[config.mk]
export PLATFORM = sky130hd
export DESIGN_NAME = lg_grid_ram
export DESIGN_NICKNAME = d
export VERILOG_FILES = /design/src/sv/lg_grid_ram.sv
export SDC_FILE = /design/constraint.sdc
export NUM_CORES = 2
export LEC_CHECK = 0
export CORE_MARGIN = 4
export CORE_UTILIZATION = 30
export CTS_CLUSTER_SIZE = 28
export DETAILED_ROUTE_END_ITERATION = 7
export DONT_BUFFER_PORTS = 1
export GPL_TIMING_DRIVEN = 0
export HOLD_SLACK_MARGIN = 0.15
export PLACE_DENSITY = 0.42
export SLEW_MARGIN = 5
export SYNTH_ARGS = -nofsm -noshare
export SYNTH_HDL_FRONTEND = slang
export SYNTH_SLANG_ARGS = --single-unit
[constraint.sdc]
create_clock -name clk -period 5.3 [get_ports clk]
set_input_delay 0.265 -clock clk [delete_from_list [all_inputs] [get_ports clk]]
set_output_delay 0.265 -clock clk [all_outputs]
set_load 0.01 [all_outputs]
[src/sv/lg_grid_ram.sv]
// Single-port-write, single-port-read grid memory with registered read data.
// Generic; no package dependency.
`default_nettype none

module lg_grid_ram #(
    parameter int WIDTH = 64,
    parameter int DEPTH = 64
) (
    input  wire logic                     clk,
    input  wire logic                     we,
    input  wire logic [$clog2(DEPTH)-1:0] waddr,
    input  wire logic [WIDTH-1:0]         wdata,
    input  wire logic [$clog2(DEPTH)-1:0] raddr,
    output logic      [WIDTH-1:0]         rdata
);

    logic [WIDTH-1:0] mem [DEPTH];

    always_ff @(posedge clk)
    begin
        if (we)
            mem[waddr] <= wdata;
        rdata <= mem[raddr];
    end

endmodule

`default_nettype wire

==> summary.md <==
| Metric | Value |
|---|---|
| Crit path max-delay family | compound AO/OA/AOI/OAI gates |
| Setup total negative slack | 0 ns |
| Yosys top cell area share | 78.7% |
| Layout cells sized above 1 | 28.8% |
| First-pass GRT wire length | 670,000 um |
| GRT Resource Usage Total | 18.2% |
| Min cycle time layout | 4.22 ns |
| Post-synthesis mux area share | 15.6% |
| Worst R2R Start | mem[49][1] |
| Total gr overflow | 0 |
| CP Data Arrival Time | 4.98 ns |
| Sequential fraction of the synthesis area | 79.5% |
| Max Clk Rate | 237 MHz |
| Root Driver | clkbuf_16 |
| Syn avg cell area | 23.7 um2 |
| Die height | 730 um |
| Cell Count Post-Placement | 13,700 |
| DP Wirelength | 338,000 um |
| Area contributors post-synth | edfxtp_1 79%, mux4_2 15%, mux2i_1 0.86% |
| Syn nets | 6,676 |
| Skew final | 0.0372 ns |
| Vias in the first global route | 78,000 |
| Post-Synth Simple-Gate Area | 1.24% |
| Iteration-0 DRC Markers | 7,696 |
| Post-route DRC | 0 |
| Tcrit/Tclk final | 79.7% |
| Hold Crit Depth | 2 |
| Drt pass-1 iters | 6 |
| Clk sink count | 4,160 |
| Fin. Hold Viols | 0 |
| Ys Warns | 0 |
| GP Congestion | 0.772 |
| Fin nets | 7,494 |
| Final setup fails | 0 |
| Crit path buffers/inverters | 5 |
| Clock-pin slew on the worst setup and hold paths | 0.06 ns |
| CP dominant cell by count | buf_2 |
| DR WL/cell | 33.4 um |
| P_leak | 57.8 nW |
| Number of routed nets with antenna violations | 0 |
| Vias per cell | 5.08 |
| Slew HR | 2.15% |
| Netlist cell types | 33 |
| VDD IR max | 0.000299 V |
| Post-Route WL | 493,000 um |
| Top FF cell, synth | edfxtp_1 |
| Unrepaired setup endpoints after global routing | no |
| Hold WS | 0.259 ns |
| Slew Limit Fails | 0 |
| Top-count cell post-synth | edfxtp_1 |
| FF+latch count, synth | 4,160 |
| Worst path required time | 6.05 ns |
| CP max stage cell | a211oi_1 |
| Async set-reset flop share out of synthesis | 0% |
| CTS H-tree depth | 5 |
| Biggest area consumer among synthesized cells | edfxtp_1 |
| CP Class | in -> reg |
| Max-cap violations | 0 |
| Syn Inst Count | 6,598 |
| Post-synth EDFFs | 4,096 |
| Die area | 533,000 um2 |
| Measured slew at the worst slew-check pin | 1.47 ns |
| Synth Area in Adders | 0% |
| Initial antenna violation count | 64 |
| Reg2reg path depth | 5 |
| Delay of the slowest critical-path stage | 1.21 ns |
| Fin cells | 14,700 |
| CORE AREA | 518,000 um2 |
| Vias | 75,000 |
| Post-CTS setup buffers | 0 |
| CP Launch Type | input port |
| Port Buffers | 0 |
| Outcome | completed |
| Xor and xnor fraction of the mapped netlist area | 0% |
| Crit end category | flop |
| Pin count of the biggest net entering global routing | 65 |
| Post-synthesis compound-gate area fraction | 2.48% |
| Longest Clk Path Bufs | 4 |
| CP Max Fanout | 10 |
| Hold WC Path Type | in -> reg |
| Skew-Pair Late Insertion Delay | 0.99 ns |
| Hold Path End | mem[31][47] |
| CP cell instances | buf_2 > buf_4 > buf_2 > buf_2 > buf_4 > mux2i_1 > o22ai_1 > a31oi_1 > a211oi_1 |
| Synth cell count leaders | 4,096 x edfxtp_1, 1,024 x mux4_2, 170 x buf_2 |
| Setup WS pre-CTS | 0.173 ns |
| Cts bufs inserted | 449 |
| Area grow syn2layout | 19.8% |
| Main combinational cell family by area after synthesis | multiplexers |
| IO Pins | 142 |
| HP Start | wdata[47] |
| Synth Cell Area | 156,000 um2 |
| R2R Path End | rdata[1] |
| Initial core utilization | 30.2% |
| WP depth | 9 |
| Reg2reg setup slack | 2.11 ns |
| CTS tree | built |
| Power Density | 379 nW/um2 |
| Setup WS post-layout | 1.08 ns |
| Standard-cell rows | 264 |
| Die span in x | 730 um |
-- cells by family after synthesis --
family / after synthesis
compound gates: 504
buf+inv: 389
flops: 4160
mux: 1159
simple gates: 386
-- where the power goes --
group          switching [W]  internal [W]
sequential          0.000120        0.0364
clock                 0.0130        0.0177
combinational        0.00254       0.00129
-- flip-flops by register name, summed over array words and instances (netlist names) --
signal and cells:
mem 4096, rdata 64
-- per-layer routing --
metal | GRT usage (%) | share of wire, % | wire length (um) | vias up
li1 | - | - | - | 30300
met1 | 24.7 | 43 | 210000 | 41800
met5 | 0 | 0.0095 | 47 | -
met3 | 2.65 | 5.2 | 25700 | 592
met2 | 30.7 | 50 | 244000 | 2296
met4 | 5.03 | 2.7 | 13200 | 6
-- through the flow --
step                total power, W  utilization (%)  cell area (um2)
floorplan                   0.0389                -           156000
global placement            0.0403             31.8           165000
detailed placement          0.0404             32.9           170000
CTS                         0.0719             36.1           187000
global route                0.0734             36.1           187000
finish                      0.0711             36.2           187000
-- cell type report --
class | instances | area, um2
Antenna cell | 37 | 92.6
Buffer | 370 | 1780
Timing Repair Buffer | 367 | 7400
Multi-Input combinational cell | 2049 | 30700
Sequential cell | 4160 | 124000
Tap cell | 6916 | 8650
Clock inverter | 268 | 2500
Fill cell | 47200 | 331000
Clock buffer | 561 | 11800
Inverter | 19 | 71.3
-- cells in the final DEF, fill, tap and decap left out, types with 71 or more instances in the layout --
master,count
a22o_1,88
a22oi_1,168
buf_12,172
buf_16,111
buf_2,171
clkbuf_1,233
clkbuf_16,453
clkinv_1,119
clkinv_2,75
dlygate4sd3_1,71
edfxtp_1,4096
mux2i_1,135
mux4_2,1024
o22ai_1,83
-- how the worst max path moves through the flow --
stage             start           to  slack (ns)
2_1_floorplan  waddr[5]   mem[39][0]        1.00
3_3_place_gp   waddr[1]  mem[27][25]       -4.32
3_5_place_dp   raddr[2]     rdata[1]        0.17
4_1_cts        raddr[2]     rdata[1]        1.27
5_1_grt        raddr[2]     rdata[1]        1.07
6_report       raddr[2]     rdata[1]        1.08
-- timing repair --
item                                     CTS  global route
hold endpoints to repair                4263             0
hold buffers                             135             0
gates resized for setup                    0             0
endpoints found under the setup margin     0             0
Note: power is estimated with default switching activity, not from simulation.
