$ cat config.mk
export PLATFORM = sky130hd
export DESIGN_NAME = lg_row_unit
export DESIGN_NICKNAME = d
export VERILOG_FILES = /design/src/sv/lg_pkg.sv /design/src/sv/lg_row_unit.sv
export SDC_FILE = /design/constraint.sdc
export NUM_CORES = 1
export LEC_CHECK = 0
export ABC_AREA = 1
export BUFFER_PORTS_ARGS = -buffer_cell sky130_fd_sc_hd__buf_2
export CAP_MARGIN = 20
export CORE_ASPECT_RATIO = 0.6
export CORE_MARGIN = 4
export CORE_UTILIZATION = 35
export DETAILED_ROUTE_END_ITERATION = 8
export PLACE_DENSITY_LB_ADDON = 0.12
export SLEW_MARGIN = 20
export SYNTH_ARGS = -nofsm -noshare
export SYNTH_HDL_FRONTEND = slang
export SYNTH_SLANG_ARGS = --single-unit
$ cat constraint.sdc
create_clock -name vclk -period 5.8
set_input_delay 0.87 -clock vclk [all_inputs]
set_output_delay 0.87 -clock vclk [all_outputs]
set_load 0.02 [all_outputs]
$ cat src/sv/lg_pkg.sv
// Shared types, constants and helper functions for the life grid engine.
// No dependencies; every other file but lg_grid_ram.sv imports this package.
`default_nettype none

package lg_pkg;

    localparam int ROW_W      = 64;            // cells per row word
    localparam int ROWS_MAX   = 64;            // grid rows held
    localparam int COLS_MAX   = 64;            // grid columns held
    localparam int ADDR_W     = 6;             // row address bits
    localparam int CNT_W      = 7;             // row counts 0..ROWS_MAX+1
    localparam int GEN_W      = 16;            // generation counter
    localparam int CFG_DATA_W = 16;            // widest register
    localparam int CFG_IDX_W  = 2;

    localparam logic [CFG_IDX_W-1:0] REG_ROW_COUNT        = 2'd0;
    localparam logic [CFG_IDX_W-1:0] REG_COLUMN_COUNT     = 2'd1;
    localparam logic [CFG_IDX_W-1:0] REG_GENERATION_COUNT = 2'd2;

    localparam logic [CNT_W-1:0] ROWS_LIMIT = CNT_W'(ROWS_MAX);
    localparam logic [CNT_W-1:0] COLS_LIMIT = CNT_W'(COLS_MAX);

    typedef logic [ROW_W-1:0] row_t;

    // result of one row update
    typedef struct packed {
        row_t row;
        logic changed;
    } row_result_t;

    // clamp the row count register to 1..ROWS_MAX
    function automatic logic [CNT_W-1:0] rows_in_use(input logic [CNT_W-1:0] raw);
        logic [CNT_W-1:0] r;
        r = raw;
        if (r == '0)
            r = CNT_W'(1);
        if (r > ROWS_LIMIT)
            r = ROWS_LIMIT;
        return r;
    endfunction

    // live-column mask from the column count register, clamped to 1..COLS_MAX
    function automatic row_t width_mask(input logic [CNT_W-1:0] raw);
        logic [CNT_W-1:0] c;
        c = raw;
        if (c == '0)
            c = CNT_W'(1);
        if (c > COLS_LIMIT)
            c = COLS_LIMIT;
        return {ROW_W{1'b1}} >> (CNT_W'(ROW_W) - c);
    endfunction

endpackage

`default_nettype wire

$ cat src/sv/lg_row_unit.sv
// Life rule for one row: counts the eight neighbours of every column from
// the rows above, at and below, applies survive/birth and the column mask.
// Depends on lg_pkg.
`default_nettype none

module lg_row_unit
    import lg_pkg::*;
(
    input  wire row_t        up,
    input  wire row_t        mid,
    input  wire row_t        dn,
    input  wire row_t        mask,
    output row_result_t      result
);

    row_t up_l, up_r, mid_l, mid_r, dn_l, dn_r;
    row_t next_row;

    // bit j of *_l holds column j-1, bit j of *_r holds column j+1
    assign up_l  = up << 1;
    assign up_r  = up >> 1;
    assign mid_l = mid << 1;
    assign mid_r = mid >> 1;
    assign dn_l  = dn << 1;
    assign dn_r  = dn >> 1;

    always_comb
    begin
        logic [3:0] n;
        for (int j = 0; j < ROW_W; j++)
        begin
            n = 4'(up_l[j]) + 4'(up[j]) + 4'(up_r[j])
              + 4'(mid_l[j]) + 4'(mid_r[j])
              + 4'(dn_l[j]) + 4'(dn[j]) + 4'(dn_r[j]);
            next_row[j] = (n == 4'd3) || ((n == 4'd2) && mid[j]);
        end
    end

    assign result.row     = next_row & mask;
    assign result.changed = ((next_row & mask) != mid);

endmodule

`default_nettype wire

==> results.sh, run 1 <==
export IMPL_syn_avg_cell_area_um2=6.92
export IMPL_routed_via_density=4.13
export IMPL_slew_headroom_pct=83.2
export IMPL_fin_cells=2760
export IMPL_critPathLaunchType="input port"
export IMPL_post_dp_hpwl_mm=33.0
export IMPL_fin_crit_sh_pct=96.9
export IMPL_cts_hold_buffers_added=0
export IMPL_vias=11400
export IMPL_clkPwrFrac_pct=0
export IMPL_hold_path_class="input port to primary output"
export IMPL_holdPathStages=4
export IMPL_ant_nets=0
export IMPL_placedCellCount=2753
export IMPL_synth_yosys_warnings=0
export IMPL_mostFrequentLayoutCell="inv_1"
export IMPL_io_buffers=321
export IMPL_worstPathRequired_ns=4.93
export IMPL_period_minus_slack_ns=5.62
export IMPL_fin_nets=2947
export IMPL_routedWlPerCell_um=12.2
export IMPL_ys_seq_area_share_pct=0
export IMPL_drt_iter0_drc=372
export IMPL_irDropWorstVdd_uv=69.2
export IMPL_endpoint_kind="primary output"
export IMPL_setup_viol=0
export IMPL_power_density_nw_per_um2=174
export IMPL_crit_fanout=2
export IMPL_critPathKind="input port to primary output"
export IMPL_clkbuf_count=0
export IMPL_dr_pass1_iters=5
export IMPL_die_area_um2=41200
export IMPL_synth_cell_area_um2=13300
export IMPL_drc=0
export IMPL_setup_tns_ns=0
export IMPL_die_h_um=159
export IMPL_cts_setup_buffers=0
export IMPL_start_util_pct=36.0
export IMPL_pwr_share_seq_pct=0
export IMPL_grt_pass1_wl_mm=57.0
export IMPL_antenna_found_initial=11
export IMPL_p_comb_share_pct=100.0
export IMPL_fmax_mhz=178
export IMPL_worstMarginPinSlew_ns=0.252
export IMPL_syn2layout_area_growth_pct=17.5
export IMPL_syn_nets=2617
export IMPL_rsz0062_at_grt="false"
export IMPL_worstPathArrival_ns=4.75
export IMPL_grt_max_degree=6
export IMPL_die_w_um=260
export IMPL_layout_common_cells="inv_1, nand2_1, buf_2, fa_1, nor2_1"
export IMPL_power_leakage_uw=0.0101
export IMPL_coreArea_um2=36900
export IMPL_place_gp_congestion=0.843
export IMPL_intPower_uw=1090
export IMPL_pin_count=321
export IMPL_grtUsageTotal_pct=16.4
export IMPL_drive_above_1_share_pct=17.2
export IMPL_switching_share_pct=60.0
export IMPL_p_sw_uw=1630
export IMPL_grt_overflow=0
export IMPL_status="completed"
export IMPL_n_sequential_cell=0
export IMPL_hold_viol_final=0
export IMPL_cap_viol_max_count=0
export IMPL_drt_wl_total_mm=33.8
export IMPL_post_synth_num_cell_types=14
export IMPL_synthCells=1921
export IMPL_rows=54
export IMPL_seq_area_um2=0
export IMPL_slew_violations=0
export IMPL_grt_pass1_vias=11700
[path summary, 6_finish.rpt]
path,startpoint,to,slack (ns)
worst min-delay path,mask[63],result[64],2.13
worst max-delay path,up[58],result[0],0.18
[timing repair]
| item | CTS | global route |
|---|---|---|
| setup endpoints to repair | 0 | 1 |
| endpoints found under the hold margin | 0 | 0 |
| gates resized for setup | 0 | 9 |
[per-stage QoR]
step	power [uW]	utilization (%)	instance area [um2]	worst slack, ns	hold WS [ns]
finish	2720	42.3	15600	0.181	2.13
global route	3240	42.3	15600	0.00409	2.16
CTS	2770	42.2	15600	0.00817	2.13
floorplan	2030	-	13300	0.950	1.92
global placement	2690	42.2	15600	0.0360	2.12
detailed placement	2750	42.2	15600	0.0201	2.13
[power by group through the flow]
stage	Combinational (uW)	Clock (uW)	Sequential (uW)
5_1_grt	3240	0.000162	0
6_report	2720	0.000162	0
4_1_cts	2770	0	0
3_5_place_dp	2750	0	0
2_1_floorplan	2030	0	0
3_3_place_gp	2690	0	0
[worst max-delay path: stages]
cell     delay (ns)
buf_2          0.10
inv_1          0.08
fa_1           0.56
fa_1           0.42
fa_1           0.49
inv_1          0.06
ha_2           0.19
fa_1           0.55
nand2_1        0.06
inv_1          0.04
nand2_1        0.04
nor2_1         0.11
nand2_1        0.09
nand2_1        0.06
nand2_1        0.06
nor2_2         0.14
nand2_1        0.07
nor2_2         0.15
nand2_2        0.11
nor2_2         0.12
buf_4          0.13
nand2_1        0.06
buf_2          0.16
[metal layers]
layer / share of wire, % / GRT usage, % / up-vias
met5: 0.12 / 0 / -
li1: - / - / 6099
met1: 52 / 25.1 / 5076
met4: 1.3 / 2.01 / 6
met2: 44 / 26.2 / 176
met3: 3.1 / 1.11 / 28
[kinds of logic after synthesis]
kind of cell | share of synthesized area (%)
fa+ha+maj | 55.7
xor+xnor | 0.0659
buf+inv | 17.7
simple gates | 26.5
compound gates | 0.0753
[area by class of cell]
class                           count  area (um2)
Antenna cell                        7        17.5
Fill cell                        3941       21300
Inverter                          628        2360
Multi-Input combinational cell   1293       10900
Tap cell                          504         631
Timing Repair Buffer              328        1660
[synthesized netlist by cell type (all sizes together)]
master / number / share of area [%]
fa: 252 / 38
nor3: 32 / 2.4
inv: 628 / 18
o21ai: 1 / 0.038
xor2: 1 / 0.066
or2: 1 / 0.047
nor2: 233 / 6.9
nand2: 519 / 15
ha: 188 / 18
a21oi: 1 / 0.038
nand3: 65 / 2.4
(Power assumes the default switching activity.)
==> run 2: changes to the inputs <==
--- a/config.mk
+++ b/config.mk
@@ -7,10 +7,10 @@
 export LEC_CHECK = 0
 export ABC_AREA = 1
 export BUFFER_PORTS_ARGS = -buffer_cell sky130_fd_sc_hd__buf_2
-export CAP_MARGIN = 20
+export CAP_MARGIN = 10
 export CORE_ASPECT_RATIO = 0.6
 export CORE_MARGIN = 4
-export CORE_UTILIZATION = 35
+export CORE_UTILIZATION = 55
 export DETAILED_ROUTE_END_ITERATION = 8
 export PLACE_DENSITY_LB_ADDON = 0.12
 export SLEW_MARGIN = 20
==> run 2 against run 1 <==
  * Worst hold slack improved by 0.0065 ns
  * Clock-buffer cell count stayed put
  * Design area decreased by 1.4%
  * Power up 1.1%
  * Flip-flop and latch count is the same
  * Sequential share of layout area stayed put
  * Die area shrank 35%
  * Critical endpoint unchanged
  * Largest cell class unchanged
==> results.sh, run 2 (synthesis results as in run 1) <==
export IMPL_status="completed"
export IMPL_irDropWorstVdd_uv=99.0
export IMPL_grt_pass1_wl_mm=55.0
export IMPL_drc=0
export IMPL_cts_hold_buffers_added=0
export IMPL_slew_violations=0
export IMPL_rows=43
export IMPL_routedWlPerCell_um=12.5
export IMPL_place_gp_congestion=0.922
export IMPL_antenna_found_initial=16
export IMPL_syn2layout_area_growth_pct=15.9
export IMPL_start_util_pct=56.8
export IMPL_grt_overflow=0
export IMPL_coreArea_um2=23400
export IMPL_fin_nets=2949
export IMPL_cts_setup_buffers=0
export IMPL_crit_top_cell="nand2_1"
export IMPL_cp_cell_sequence="buf_2 -> inv_1 -> fa_1 -> fa_1 -> fa_1 -> inv_1 -> ha_1 -> fa_1 -> nand2_1 -> inv_1 -> nand2_1 -> nor2_2 -> nand2_1 -> nand2_1 -> nand2_1 -> nor2_2 -> nand2_1 -> nor2_1 -> nand2_2 -> nor2_4 -> nand2_1 -> buf_2"
export IMPL_vias=11900
export IMPL_dr_pass1_iters=5
export IMPL_mostFrequentLayoutCell="inv_1"
export IMPL_post_dp_hpwl_mm=30.9
export IMPL_die_area_um2=26800
export IMPL_max_stage_delay_ns=0.57
export IMPL_switching_share_pct=60.1
export IMPL_critPathKind="input port to primary output"
export IMPL_hold_viol_final=0
export IMPL_fin_crit_sh_pct=96.9
export IMPL_drive_above_1_share_pct=17.0
export IMPL_period_minus_slack_ns=5.62
export IMPL_worstPathArrival_ns=4.75
export IMPL_die_h_um=128
export IMPL_intPower_uw=1100
export IMPL_drt_iter0_drc=574
export IMPL_power_leakage_uw=0.0101
export IMPL_io_buffers=321
export IMPL_pin_count=321
export IMPL_worst_slack_ns=0.181
export IMPL_layout_common_cells="inv_1, nand2_1, buf_2, fa_1, nor2_1"
export IMPL_setup_viol=0
export IMPL_ant_nets=0
export IMPL_grtUsageTotal_pct=24.4
export IMPL_rsz0062_at_grt="false"
export IMPL_hold_slack_ns=2.13
export IMPL_grt_max_degree=6
export IMPL_slowest_stage="fa_1"
export IMPL_clkbuf_count=0
export IMPL_grt_pass1_vias=12000
export IMPL_worstPathRequired_ns=4.93
export IMPL_cp_top_family="adder cells"
export IMPL_p_sw_uw=1650
export IMPL_p_comb_share_pct=100.0
export IMPL_hold_path_class="input port to primary output"
export IMPL_critPathLaunchType="input port"
export IMPL_endpoint_kind="primary output"
export IMPL_worstMarginPinSlew_ns=0.240
export IMPL_crit_fanout=2
export IMPL_die_w_um=209
export IMPL_cts_resized=1
export IMPL_dp_slack_ns=-0.0180
export IMPL_stdcell_area_um2=15400
export IMPL_seq_area_um2=0
export IMPL_routed_via_density=4.60
export IMPL_pwr_share_seq_pct=0
export IMPL_slew_headroom_pct=83.9
export IMPL_fmax_mhz=178
export IMPL_clkPwrFrac_pct=0
export IMPL_dpl_instance_area_um2=15400
export IMPL_cap_viol_max_count=0
export IMPL_drt_wl_total_mm=32.2
export IMPL_power_uw=2750
export IMPL_final_util_pct=65.8
export IMPL_power_density_nw_per_um2=179
export IMPL_crit_buf_inv=5
export IMPL_n_sequential_cell=0
==> run 2: changes by cell type in the layout (fill, tap and decap cells not counted) <==
cell | before | now
nor2_4 | 0 | 1
ha_1 | 187 | 188
nor2_1 | 211 | 213
inv_2 | 4 | 1
ha_2 | 1 | 0
nor2_2 | 22 | 19
diode_2 | 7 | 11
inv_1 | 624 | 627
buf_4 | 7 | 9
==> run 2: final timing paths <==
path / start / to / slack (ns) / cells after the start
max: up[59] / result[0] / 0.18 / 22
min: mask[0] / result[1] / 2.13 / 4
==> run 2: through the flow <==
step	TNS, ns	std cells
global route	0	2575
floorplan	0	1921
detailed placement	-0.0180	2566
finish	0	2577
global placement	-0.0389	2566
CTS	0	2566
==> run 2: cell type report <==
type | instances | area, um2
inverters | 628 | 2360
multi-input cells | 1293 | 10900
diodes | 11 | 27.5
well taps | 315 | 394
repair buffers | 330 | 1670
fillers | 2154 | 8010
==> run 2: worst min-delay path: stages <==
cell     delay (ns)
buf_2          0.10
nand3_1        0.09
inv_1          0.06
buf_2          0.15
==> run 2: per-layer routing <==
| layer | share of wire, % | up-vias | GRT usage [%] |
|---|---|---|---|
| li1 | - | 6119 | - |
| met1 | 47 | 5319 | 36.0 |
| met2 | 43 | 340 | 39.2 |
| met3 | 6.6 | 62 | 2.90 |
| met4 | 3.0 | 12 | 5.10 |
| met5 | 0.20 | - | 0 |
==> run 2: power by group through the flow <==
stage / sequential (uW) / combinational (uW) / clock, uW
2_1_floorplan: 0 / 2030 / 0
3_3_place_gp: 0 / 2620 / 0
3_5_place_dp: 0 / 2740 / 0
4_1_cts: 0 / 2760 / 0
5_1_grt: 0 / 3240 / 0.000208
6_report: 0 / 2750 / 0.000254
==> run 3: changes to the inputs <==
==> constraint.sdc (replaced) <==
create_clock -name vclk -period 6.8
set_input_delay 1.02 -clock vclk [all_inputs]
set_output_delay 1.02 -clock vclk [all_outputs]
set_load 0.02 [all_outputs]
==> run 3 against run 2 <==
  * Flip-flop and latch count unchanged
  * Sequential share of layout area unchanged
  * Via count down 2.0%
  * Design area down 0.62%
  * Largest power group unchanged
==> results.sh, run 3 (synthesis results as in run 1) <==
export IMPL_status="completed"
export IMPL_n_sequential_cell=0
export IMPL_dr_pass1_iters=5
export IMPL_endpoint_kind="primary output"
export IMPL_die_h_um=128
export IMPL_worstPathArrival_ns=5.19
export IMPL_place_gp_congestion=0.906
export IMPL_rsz0062_at_grt="false"
export IMPL_io_buffers=321
export IMPL_layout_common_cells="inv_1, nand2_1, buf_2, fa_1, nor2_1"
export IMPL_mostFrequentLayoutCell="inv_1"
export IMPL_clkbuf_count=0
export IMPL_fmax_mhz=161
export IMPL_seq_area_um2=0
export IMPL_fin_nets=2940
export IMPL_slew_violations=0
export IMPL_rows=43
export IMPL_switching_share_pct=60.1
export IMPL_grtUsageMet1_pct=35.8
export IMPL_cts_hold_buffers_added=0
export IMPL_grt_busiest_layer="met2"
export IMPL_cts_setup_buffers=0
export IMPL_power_leakage_uw=0.0100
export IMPL_p_sw_uw=1400
export IMPL_use_met2_pct=39.0
export IMPL_grt_overflow=0
export IMPL_use_met3_pct=2.46
export IMPL_clkPwrFrac_pct=0
export IMPL_pwr_share_seq_pct=0
export IMPL_grt_pass1_wl_mm=53.8
export IMPL_fillers=2170
export IMPL_grtUsageTotal_pct=23.8
export IMPL_routedWlPerCell_um=12.4
export IMPL_pin_count=321
export IMPL_hold_path_class="input port to primary output"
export IMPL_die_w_um=209
export IMPL_dpl_instance_area_um2=15300
export IMPL_stdcell_area_um2=15300
export IMPL_final_util_pct=65.4
export IMPL_hold_viol_final=0
export IMPL_crit_fanout=4
export IMPL_power_density_nw_per_um2=152
export IMPL_multiInputGateArea_um2=10900
export IMPL_post_dp_hpwl_mm=30.5
export IMPL_intPower_uw=930
export IMPL_irDropWorstVdd_uv=87.1
export IMPL_critPathKind="input port to primary output"
export IMPL_grt_max_degree=6
export IMPL_vias=11600
export IMPL_routed_via_density=4.53
export IMPL_power_uw=2330
export IMPL_worstMarginPinSlew_ns=0.352
export IMPL_drc=0
export IMPL_hold_slack_ns=2.43
export IMPL_fin_crit_sh_pct=91.3
export IMPL_p_comb_share_pct=100.0
export IMPL_worstPathRequired_ns=5.78
export IMPL_start_util_pct=56.8
export IMPL_period_minus_slack_ns=6.21
export IMPL_syn2layout_area_growth_pct=15.2
export IMPL_critPathLaunchType="input port"
export IMPL_slew_headroom_pct=76.5
export IMPL_coreArea_um2=23400
export IMPL_drt_wl_total_mm=31.7
export IMPL_drive_above_1_share_pct=16.5
export IMPL_cts_resized=0
export IMPL_cap_viol_max_count=0
export IMPL_drt_iter0_drc=521
export IMPL_die_area_um2=26800
export IMPL_ant_nets=0
export IMPL_setup_viol=0
export IMPL_setup_tns_ns=0
export IMPL_antenna_found_initial=10
export IMPL_grt_pass1_vias=11700
[run 3: cell types whose count changed in the layout (fill, tap and decap cells not counted)]
cell     before  now
nor2_2       19   18
buf_4         9    0
nor2_4        1    0
nand2_2       1    0
nand2_1     518  519
diode_2      11    5
nor2_1      213  215
[run 3: critical path, cell delays in order]
cell and delay (ns):
buf_2 0.10, inv_1 0.16, fa_1 0.46, fa_1 0.46
fa_1 0.49, inv_1 0.04, ha_1 0.22, fa_1 0.50
nand2_1 0.05, inv_1 0.05, nand2_1 0.06, nor2_1 0.11
nand2_1 0.08, nand2_1 0.06, nand2_1 0.05, nor2_1 0.21
nand2_1 0.09, nor2_1 0.16, nand2_1 0.12, nor2_1 0.32
nand2_1 0.16, buf_2 0.19
[run 3: path summary, 6_finish.rpt]
check,startpoint,endpoint,slack [ns],depth (start not counted)
worst min-delay path,mask[0],result[1],2.43,4
worst max-delay path,mid[60],result[0],0.59,22
[run 3: layout make-up]
cell class,instances,area share [%]
antenna,5,0.0818
inverter,628,15.4
multi-input combinational,1293,71.4
tap,315,2.58
timing repair buffer,321,10.5
[run 3: per-stage QoR]
| stage | worst slack [ns] | instances |
|---|---|---|
| after floorplan | 1.65 | 1921 |
| after global placement | 0.615 | 2557 |
| after detailed placement | 0.611 | 2557 |
| after CTS | 0.598 | 2557 |
| after global routing | 0.330 | 2561 |
| final | 0.591 | 2562 |
[run 3: power by group through the flow]
stage | clock [uW] | sequential [uW] | combinational (uW)
6_report | 0.0000984 | 0 | 2330
5_1_grt | 0.0000787 | 0 | 2750
4_1_cts | 0 | 0 | 2340
3_5_place_dp | 0 | 0 | 2330
3_3_place_gp | 0 | 0 | 2230
2_1_floorplan | 0 | 0 | 1730
[run 3: per-layer routing]
layer  wire, um  vias up
met4        443       12
li1           -     6091
met3       1650       34
met1      15500     5229
met2      14000      247
met5         57        -
